**src/hdl/rsps_pkg.sv**
```systemverilog
package rsps_pkg;

  typedef enum logic [1:0] {
    CMD_BASIS   = 2'd0,
    CMD_SUPPORT = 2'd1,
    CMD_ALPHA   = 2'd2,
    CMD_FEATURE = 2'd3
  } cmd_t;

  localparam logic [2:0] REG_BIAS          = 3'd0;
  localparam logic [2:0] REG_KERNEL_SCALE  = 3'd1;
  localparam logic [2:0] REG_FEATURE_COUNT = 3'd2;
  localparam logic [2:0] REG_BASIS_COUNT   = 3'd3;
  localparam logic [2:0] REG_SUPPORT_COUNT = 3'd4;

  localparam int unsigned ACC_W = 40;

  typedef struct packed {
    cmd_t               cmd;
    logic [5:0]         row;
    logic [5:0]         col;
    logic signed [15:0] value;
  } item_t;

  typedef enum logic [3:0] {
    ST_IDLE,
    ST_PROJ_RD,
    ST_PROJ_MUL,
    ST_PROJ_ACC,
    ST_RND,
    ST_DIST_RD,
    ST_DIST_SQ,
    ST_DIST_ACC,
    ST_T_MUL,
    ST_EXP1,
    ST_EXP2,
    ST_ALPHA,
    ST_SCORE,
    ST_OUT
  } state_t;

  function automatic logic [16:0] exp_int(input logic [3:0] i);
    logic [16:0] r;
    begin
      case (i)
        4'd0: r = 17'd65536;  4'd1: r = 17'd24109; 4'd2: r = 17'd8869;
        4'd3: r = 17'd3263;   4'd4: r = 17'd1200;  4'd5: r = 17'd442;
        4'd6: r = 17'd162;    4'd7: r = 17'd60;    4'd8: r = 17'd22;
        4'd9: r = 17'd8;      4'd10: r = 17'd3;    4'd11: r = 17'd1;
        default: r = 17'd0;
      endcase
      return r;
    end
  endfunction

  function automatic logic [16:0] exp_sixteenth(input logic [3:0] i);
    logic [16:0] r;
    begin
      case (i)
        4'd0: r = 17'd65536;  4'd1: r = 17'd61565;  4'd2: r = 17'd57835;
        4'd3: r = 17'd54331;  4'd4: r = 17'd51039;  4'd5: r = 17'd47947;
        4'd6: r = 17'd45042;  4'd7: r = 17'd42313;  4'd8: r = 17'd39750;
        4'd9: r = 17'd37341;  4'd10: r = 17'd35079; 4'd11: r = 17'd32954;
        4'd12: r = 17'd30957; 4'd13: r = 17'd29081; 4'd14: r = 17'd27319;
        default: r = 17'd25664;
      endcase
      return r;
    end
  endfunction

  function automatic logic [16:0] exp_fine(input logic [3:0] i);
    logic [16:0] r;
    begin
      case (i)
        4'd0: r = 17'd65536;  4'd1: r = 17'd65280;  4'd2: r = 17'd65026;
        4'd3: r = 17'd64772;  4'd4: r = 17'd64520;  4'd5: r = 17'd64268;
        4'd6: r = 17'd64018;  4'd7: r = 17'd63768;  4'd8: r = 17'd63520;
        4'd9: r = 17'd63272;  4'd10: r = 17'd63025; 4'd11: r = 17'd62780;
        4'd12: r = 17'd62535; 4'd13: r = 17'd62291; 4'd14: r = 17'd62048;
        default: r = 17'd61806;
      endcase
      return r;
    end
  endfunction

endpackage

```
**src/hdl/rsps_queue.sv**
```systemverilog
module rsps_queue (
  input  logic           clk,
  input  logic           rst_n,
  input  logic           wr_en,
  input  rsps_pkg::item_t wr_item,
  output logic           full,
  input  logic           rd_en,
  output rsps_pkg::item_t rd_item,
  output logic           empty
);
  import rsps_pkg::*;

  item_t      mem_r [4];
  logic [1:0] wp_r, rp_r;
  logic [2:0] cnt_r;

  assign full    = (cnt_r == 3'd4);
  assign empty   = (cnt_r == 3'd0);
  assign rd_item = mem_r[rp_r];

  always_ff @(posedge clk) begin
    if (wr_en) begin
      mem_r[wp_r] <= wr_item;
    end
  end

  always_ff @(posedge clk) begin
    if (!rst_n) begin
      wp_r  <= '0;
      rp_r  <= '0;
      cnt_r <= '0;
    end else begin
      if (wr_en) wp_r <= wp_r + 2'd1;
      if (rd_en) rp_r <= rp_r + 2'd1;
      cnt_r <= cnt_r + {2'd0, wr_en} - {2'd0, rd_en};
    end
  end
endmodule

```
**config.mk**
```make
export PLATFORM = sky130hd
export DESIGN_NAME = rsps_queue
export DESIGN_NICKNAME = d
export VERILOG_FILES = /design/src/hdl/rsps_pkg.sv /design/src/hdl/rsps_queue.sv
export SDC_FILE = /design/constraint.sdc
export NUM_CORES = 1
export LEC_CHECK = 0
export BUFFER_PORTS_ARGS = -buffer_cell sky130_fd_sc_hd__clkbuf_2
export CAP_MARGIN = 20
export CORE_UTILIZATION = 40
export CTS_BUF_LIST = sky130_fd_sc_hd__clkbuf_4 sky130_fd_sc_hd__clkbuf_8 sky130_fd_sc_hd__clkbuf_16
export DETAILED_ROUTE_END_ITERATION = 7
export GPL_TIMING_DRIVEN = 0
export SYNTH_ARGS = -nofsm -noshare
export SYNTH_HDL_FRONTEND = slang
export SYNTH_SLANG_ARGS = --single-unit
```
**constraint.sdc**
```tcl
create_clock -name clk -period 1.7 [get_ports clk]
set_clock_uncertainty 0.1 [all_clocks]
set_input_delay 0.34 -clock clk [delete_from_list [all_inputs] [get_ports clk]]
set_output_delay 0.34 -clock clk [all_outputs]
set_load 0.005 [all_outputs]
```
==> metrics.csv <==
stage,metric,value,unit
finish,most frequent cells in the layout,"edfxtp_1 (120), clkbuf_2 (65), mux4_2 (30), clkbuf_16 (17)",
global_routing,gr usage total,0.144,
clock_tree,Clk Tree Root Cell,clkbuf_16,
synthesis,Syn. warnings,0,
worst_hold_path,Hold Path Depth,1,
finish,area of the multi-input gates,925,sq um
setup_path,Worst R2R Setup Slack,70,ps
finish,Finished Layout Cells,439,
setup_path,Worst setup EP type,primary output,
synthesis,xor/xnor cell area share of the yosys netlist,0.00865,
finish,nets,324,
pwr,leakage power,2.10,nW
synthesis,largest family of logic cells by synthesized area,multiplexers,
clock_tree,# Post-CTS Setup Buffers,0,
pwr,Pwr Total,8.19,mW
placement,placed insts,407,
clock_tree,CTS sink count,129,
pwr,VDD IR max,0.000540,V
clock_tree,CTS H-tree lvls,4,
synthesis,syn_nets,240,
clock_tree,CTS Buf Count,17,
die,die area,12400,sq um
finish,number of diodes,0,
synthesis,Mean Syn Cell Area,24.0,sq um
sta,Final setup viols,30,
clock_tree,CTS tree,built,
placement,number of buffer cells added on primary ports,65,
route,routed len/inst,17.9,um
sta,final worst path period share,1.21,
finish,layout cells sized above 1,0.473,
synthesis,"Distinct cells, synth",18,
setup_path,crit path max fanout,10,
route,Via-to-Cell Ratio,4.98,
global_routing,antenna violations before repair,0,
synthesis,synthesized area,4770,sq um
route,routed wire length,7860,um
setup_path,critical path type,reg2out,
clock_tree,worst skew pair latency,400,ps
placement,Placed Area,5280,sq um
finish,FF+latch area,3790,sq um
worst_hold_path,Hold/Removal Path Class,in2reg,
setup_path,Startpoint Class,register,
sta,actual slew at the worst max-slew pin,480,ps
setup_path,WP data arrival,1610,ps
global_routing,first-pass GRT wire length,12700,um
synthesis,cells after synthesis,199,
die,Die X,111,um
sta,final worst slack,-353,ps
route,number of routed nets with antenna violations,0,
placement,GPL Wtd Cong,0.637,
setup_path,FF-to-FF path depth,6,
global_routing,largest net degree at the start of global routing,31,
synthesis,adder-cell share of the synthesized area,0.0199,
die,# IOs,66,
sta,relative slew slack,0.680,
pwr,PD cells,1380,nW/um^2
global_routing,Congestion Overflow GR,0,
flow_run,max capacitance violation total,0,
placement,HPWL after DPL,4670,um
sta,crit path time final,2050,ps
global_routing,number of global-route vias before repair,2405,
finish,Layout fillers,927,
synthesis,mux contribution to synthesized area,0.144,
clock_tree,clk buf depth,2,
finish,fin area,5950,sq um
die,Core ar.,11500,sq um
synthesis,dominant cells by area after synthesis,"edfxtp_1 (76%), mux4_2 (14%), dfxtp_1 (3.8%)",
sta,"Slew Viols, Final",0,
finish,synthesis-to-finish area growth,24.6,%
synthesis,register bit total from synthesis,129,
route,Pre-antenna DRT Iters,6,
synthesis,Simple-Gate Fraction of Synth Area,0.0157,
sta,final hold vios,0,
die,row count,39,
die,die height,111,um
route,drt first-iter violations,108,
synthesis,dominant cell type by area after synthesis,edfxtp_1,
setup_path,WP data required,1260,ps
die,Initial Util,0.414,
sta,Max Freq,487,MHz
synthesis,area fraction in compound gates after synthesis,0.00315,
finish,"commonest non-fill, non-tap cell in the layout",edfxtp_1,
synthesis,"Seq/Total Area, Yosys",0.793,
finish,"Core Util, Final",0.516,
synthesis,top-area cell type share of the netlist area,0.755,
status,failing checks,"DRC, setup timing",
sta,RSZ-0062 raised after global routing,yes,
route,routed vias,2186,
route,Post-route DRC,8,
clock_tree,clock transition at the registers of the reported paths,60,ps
status,status,finished with violations,
where the power goes:
group	switching, mW	total (mW)	internal (mW)
registers	0.0569	3.71	3.65
clock network	1.30	3.79	2.49
logic	0.324	0.698	0.374
state kept, by name (all words and copies together), names as in the netlist, named ones only:
register and cells:
rp_r 2, wp_r 2, mem_r 120, cnt_r 3
routing by layer:
layer / global-route usage / wire, um
met2: 0.228 / 3960
met4: 0.0622 / 98
met3: 0.0525 / 384
met1: 0.177 / 3420
met5: 0 / 0
worst max-delay path, stage by stage, from the launching register on:
cell,delay [ps]
dfxtp_4,390
buf_12,160
mux4_2,510
clkbuf_2,140
cell usage after synthesis, drive strengths merged:
library cell / number
xnor2: 2
and2: 6
mux4: 30
ha: 6
xor3: 1
buf: 6
edfxtp: 120
a21bo: 1
nor3: 1
fa: 1
nor2: 5
a21oi: 1
nand3b: 1
mux2i: 1
and3: 1
inv: 7
dfxtp: 9
metrics by stage:
stage,setup WS (ps),setup TNS (ps),hold slack (ps)
6_report,-353,-9810,48.7
3_5_place_dp,-125,-11440,431
2_1_floorplan,91.1,0,339
3_3_place_gp,-103,-11350,418
5_1_grt,-424,-11870,39.6
4_1_cts,-385,-10880,35.4
repair_timing:
item	CTS	global route
resized for setup	12	2
hold buffers	0	0
setup endpoints to repair	150	32
hold endpoints to repair	0	0
path summary, 6_finish.rpt:
check                            startpoint            to
worst max-delay path               register   rd_item[22]
worst max register to register     cnt_r[0]      cnt_r[1]
worst min register to register      rp_r[1]      register
worst min-delay path            wr_item[10]  mem_r[3][10]
cell families after synthesis:
| kind of cell | Yosys count |
|---|---|
| XOR/XNOR | 3 |
| multiplexers | 31 |
| AO/OA/AOI/OAI | 2 |
| flip-flops | 129 |
| adder cells (fa/ha/maj) | 7 |
| AND/OR/NAND/NOR | 14 |
| buffers and inverters | 13 |
layout make-up:
cell class / instances / share of cell area
inverter: 7 / 0.00442
multi-input combinational: 57 / 0.156
sequential: 129 / 0.637
buffer: 6 / 0.0126
tap: 143 / 0.0301
clock inverter: 13 / 0.0314
timing repair buffer: 65 / 0.0547
clock buffer: 19 / 0.0741
No activity file was read; power rests on OpenSTA's default activity.
