[config.mk]
export PLATFORM = sky130hd
export DESIGN_NAME = rsps_front
export DESIGN_NICKNAME = d
export VERILOG_FILES = /design/src/hdl/rsps_pkg.sv /design/src/hdl/rsps_front.sv
export SDC_FILE = /design/constraint.sdc
export NUM_CORES = 1
export LEC_CHECK = 0
export BUFFER_PORTS_ARGS = -buffer_cell sky130_fd_sc_hd__clkbuf_2
export CORE_ASPECT_RATIO = 1.2
export CORE_MARGIN = 5
export CORE_UTILIZATION = 26
export DETAILED_ROUTE_END_ITERATION = 8
export PLACE_DENSITY = 0.8
export SLEW_MARGIN = 25
export SYNTH_ARGS = -nofsm -noshare
export SYNTH_HDL_FRONTEND = slang
export SYNTH_SLANG_ARGS = --single-unit
[constraint.sdc]
create_clock -name vclk -period 1.3
set_clock_uncertainty 0.1 [all_clocks]
set_input_delay 0.13 -clock vclk [all_inputs]
set_output_delay 0.13 -clock vclk [all_outputs]
set_load 0.01 [all_outputs]
[src/hdl/rsps_pkg.sv]
package rsps_pkg;

  typedef enum logic [1:0] {
    CMD_BASIS   = 2'd0,
    CMD_SUPPORT = 2'd1,
    CMD_ALPHA   = 2'd2,
    CMD_FEATURE = 2'd3
  } cmd_t;

  localparam logic [2:0] REG_BIAS          = 3'd0;
  localparam logic [2:0] REG_KERNEL_SCALE  = 3'd1;
  localparam logic [2:0] REG_FEATURE_COUNT = 3'd2;
  localparam logic [2:0] REG_BASIS_COUNT   = 3'd3;
  localparam logic [2:0] REG_SUPPORT_COUNT = 3'd4;

  localparam int unsigned ACC_W = 40;

  typedef struct packed {
    cmd_t               cmd;
    logic [5:0]         row;
    logic [5:0]         col;
    logic signed [15:0] value;
  } item_t;

  typedef enum logic [3:0] {
    ST_IDLE,
    ST_PROJ_RD,
    ST_PROJ_MUL,
    ST_PROJ_ACC,
    ST_RND,
    ST_DIST_RD,
    ST_DIST_SQ,
    ST_DIST_ACC,
    ST_T_MUL,
    ST_EXP1,
    ST_EXP2,
    ST_ALPHA,
    ST_SCORE,
    ST_OUT
  } state_t;

  function automatic logic [16:0] exp_int(input logic [3:0] i);
    logic [16:0] r;
    begin
      case (i)
        4'd0: r = 17'd65536;  4'd1: r = 17'd24109; 4'd2: r = 17'd8869;
        4'd3: r = 17'd3263;   4'd4: r = 17'd1200;  4'd5: r = 17'd442;
        4'd6: r = 17'd162;    4'd7: r = 17'd60;    4'd8: r = 17'd22;
        4'd9: r = 17'd8;      4'd10: r = 17'd3;    4'd11: r = 17'd1;
        default: r = 17'd0;
      endcase
      return r;
    end
  endfunction

  function automatic logic [16:0] exp_sixteenth(input logic [3:0] i);
    logic [16:0] r;
    begin
      case (i)
        4'd0: r = 17'd65536;  4'd1: r = 17'd61565;  4'd2: r = 17'd57835;
        4'd3: r = 17'd54331;  4'd4: r = 17'd51039;  4'd5: r = 17'd47947;
        4'd6: r = 17'd45042;  4'd7: r = 17'd42313;  4'd8: r = 17'd39750;
        4'd9: r = 17'd37341;  4'd10: r = 17'd35079; 4'd11: r = 17'd32954;
        4'd12: r = 17'd30957; 4'd13: r = 17'd29081; 4'd14: r = 17'd27319;
        default: r = 17'd25664;
      endcase
      return r;
    end
  endfunction

  function automatic logic [16:0] exp_fine(input logic [3:0] i);
    logic [16:0] r;
    begin
      case (i)
        4'd0: r = 17'd65536;  4'd1: r = 17'd65280;  4'd2: r = 17'd65026;
        4'd3: r = 17'd64772;  4'd4: r = 17'd64520;  4'd5: r = 17'd64268;
        4'd6: r = 17'd64018;  4'd7: r = 17'd63768;  4'd8: r = 17'd63520;
        4'd9: r = 17'd63272;  4'd10: r = 17'd63025; 4'd11: r = 17'd62780;
        4'd12: r = 17'd62535; 4'd13: r = 17'd62291; 4'd14: r = 17'd62048;
        default: r = 17'd61806;
      endcase
      return r;
    end
  endfunction

endpackage

[src/hdl/rsps_front.sv]
module rsps_front #(
  parameter int MAX_FEATURES = 64,
  parameter int MAX_BASIS    = 16,
  parameter int MAX_SUPPORT  = 64
) (
  input  logic                  clk,
  input  logic                  rst_n,
  input  logic                  in_valid,
  output logic                  in_stall,
  input  logic [1:0]            in_command,
  input  logic [5:0]            in_row_index,
  input  logic [5:0]            in_column_index,
  input  logic signed [15:0]    in_value,
  input  logic [6:0]            feature_count,
  output logic                  wr_en,
  output rsps_pkg::item_t       wr_item,
  input  logic                  full
);
  import rsps_pkg::*;

  logic [6:0] nf;
  logic       keep;

  always_comb begin
    if (feature_count == 7'd0) nf = 7'd1;
    else if (32'(feature_count) > MAX_FEATURES) nf = 7'(MAX_FEATURES);
    else nf = feature_count;
  end

  always_comb begin
    unique case (cmd_t'(in_command))
      CMD_BASIS:   keep = (32'(in_row_index) < MAX_BASIS) &&
                          (32'(in_column_index) < MAX_FEATURES);
      CMD_SUPPORT: keep = (32'(in_row_index) < MAX_SUPPORT) &&
                          (32'(in_column_index) < MAX_BASIS);
      CMD_ALPHA:   keep = (32'(in_row_index) < MAX_SUPPORT);
      default:     keep = ({1'b0, in_column_index} < nf);
    endcase
  end

  assign in_stall      = full;
  assign wr_en         = in_valid && !full && keep;
  assign wr_item.cmd   = cmd_t'(in_command);
  assign wr_item.row   = in_row_index;
  assign wr_item.col   = in_column_index;
  assign wr_item.value = in_value;

  logic unused_clk;
  assign unused_clk = clk ^ rst_n;
endmodule

==> results.py <==
metrics = {
    "finish": {
        "nFillCells": 200,
        "drive_gt1_share_pct": 68.8,
        "flops_and_latches": 0,
        "seq_area_um2": 0,
        "area_growth_pct": 7.78,
        "design_area_um2": 468,
        "utilization_pct": 29.2,
        "n_antenna_cell": 0,
        "clkbuf_count": 0,
        "num-nets-final": 112,
    },
    "global_routing": {
        "grt_usage_pct": 7.52,
        "grt_pass1_wl_um": 1480,
        "overflow": 0,
        "antenna_found_initial": 0,
        "grt_max_degree": 6,
        "grt_pass1_vias": 358,
    },
    "critical_path": {
        "cp_max_fo": 5,
        "cp.required_ns": 1.07,
        "worstSetupEndpointType": "output port",
        "critPathArrivalTime_ns": 1.35,
        "crit_type": "in2out",
        "worst_setup_path_start_kind": "primary input",
    },
    "yosys": {
        "yosysSeqAreaShare_pct": 0,
        "synthSimpleGateAreaFrac_pct": 18.7,
        "netlist_instances": 59,
        "synth_top_family_by_area": "buffers and inverters",
        "synthAdderAreaFrac_pct": 14.4,
        "yosys-top-cells-count": "buf_4, ha_1, nand2b_1, nor2_1",
        "synth_compound_area_share_pct": 12.4,
        "postSynthAreaPerCell_um2": 7.36,
        "synth.area.top_cells": "buf_4, ha_1, nand2b_1",
        "synth_xor_area_share_pct": 0,
        "yosysTopAreaCell": "buf_4",
        "syn_area_um2": 434,
        "synthDistinctLibCells": 17,
        "synth_nets": 105,
        "ys_warn_count": 0,
        "yosysMostFrequentCell": "buf_4",
        "synth.top_cell.area_share_pct": 53.6,
        "synth.area.mux_share_pct": 0,
    },
    "floorplanning": {
        "die_x_um": 47.3,
        "rows": 16,
        "core_um2": 1600,
        "io_pins": 73,
        "die_h_um": 54.8,
        "initial_utilization_pct": 27.1,
        "dieArea_um2": 2590,
    },
    "placed_design": {
        "dpl_worst_slack_ns": -0.387,
        "hpwl_um": 1000,
        "placed_cell_area_um2": 417,
        "place_congestion": 0.658,
        "io_buffers": 31,
    },
    "routing": {
        "drtAntennaViolNets": 0,
        "drt-initial-drc-count": 1,
        "routed_wl_um": 1080,
        "drt_first_pass_iters": 2,
        "vias": 384,
        "post_drt_wl_per_cell_um": 13.2,
        "vias_per_cell": 4.68,
        "drc": 0,
    },
    "cts": {
        "cts_setup_buffers": 0,
    },
    "flow_run": {
        "max_cap_violations": 0,
    },
    "timing": {
        "fin_ws_ns": -0.283,
        "slew_viol_final": 0,
        "period_needed_ns": 1.58,
        "tightest_slew_ns": 0.162,
        "timing.fmax_mhz": 632,
        "finalSetupViolations": 1,
        "hold_viol_final": 0,
        "slew_headroom_pct": 89.2,
        "grt_setup_unrepaired": "true",
        "finalCritPeriodShare_pct": 122,
    },
    "pwr": {
        "ir_worst_vdd_v": 0.000111,
        "p_leak_nw": 0.249,
        "power_density_nw_per_um2": 321,
    },
    "min_path": {
        "min_from": "in_value[10]",
        "min_to": "wr_item[10]",
        "worst_hold_path_type": "in2out",
        "hold_depth": 0,
    },
    "outcome": {
        "status": "finished, violations left",
        "violations": "negative setup slack",
    },
}
[where the power goes]
| group | switching (mW) | total (mW) | internal [mW] | leakage, nW |
|---|---|---|---|---|
| sequential | 0 | 0 | 0 | 0 |
| combinational | 0.0693 | 0.150 | 0.0810 | 0.249 |
| clock | 0 | 0 | 0 | 0 |
| total | 0.0693 | 0.150 | 0.0810 | 0.249 |
[metal layers]
layer,vias to the layer above,global-route usage [%],wire length [um]
li1,179,-,-
met1,160,7.31,352
met2,31,13.8,460
met3,14,0.987,185
met4,0,5.53,82
met5,-,0,0
[kinds of logic (layout without fill, tap and decap cells)]
family,after synthesis,count (layout)
compound gates,7,7
fa+ha+maj,5,5
buf+inv,32,37
simple gates,15,15
[worst max-delay path: stages]
cell	delay (ns)
buf_8	0.10
or2b_1	0.25
ha_4	0.23
nand2_2	0.07
a21oi_2	0.03
a221o_1	0.30
a21oi_2	0.11
buf_2	0.13
[per-stage QoR]
stage          hold slack, ns  total power, mW  setup TNS, ns  std cells
6_report                0.160            0.150         -0.283         82
5_1_grt                 0.160            0.167         -0.328         82
4_1_cts                 0.160            0.141         -0.324         82
3_5_place_dp            0.160            0.132         -0.387         82
3_3_place_gp            0.160            0.128         -0.318         82
2_1_floorplan           0.252            0.142         -0.109         59
[placed cells by master, fill, tap and decap left out]
cell type  count
nor2_1         3
nand2_2        1
a211o_1        1
or2b_1         1
ha_1           3
clkbuf_2      29
nand2b_1       4
a21o_1         1
inv_1          1
a221o_1        1
nand3_1        2
o2111ai_2      1
a21oi_2        3
buf_4          5
buf_8          1
buf_2          1
nand3b_1       1
ha_4           2
nor3_1         2
nor2_2         1
[what timing repair did]
item / in CTS / in global routing
pin swaps: 0 / 1
resized for setup: 3 / 6
endpoints found under the setup margin: 1 / 1
hold buffers: 0 / 0
[layout make-up]
| class | instances | area, um2 | share of cell area, % |
|---|---|---|---|
| multi-input combinational | 27 | 239 | 51.1 |
| timing repair buffer | 36 | 203 | 43.3 |
| tap | 18 | 22.5 | 4.81 |
| inverter | 1 | 3.75 | 0.802 |
[worst max-delay path by stage]
stage                     start     to  slack [ns]
6_report       feature_count[6]  wr_en       -0.28
5_1_grt        feature_count[6]  wr_en       -0.33
4_1_cts        feature_count[6]  wr_en       -0.32
3_5_place_dp   feature_count[6]  wr_en       -0.39
3_3_place_gp   feature_count[6]  wr_en       -0.32
2_1_floorplan  feature_count[2]  wr_en       -0.11
No activity file was read; power rests on OpenSTA's default activity.
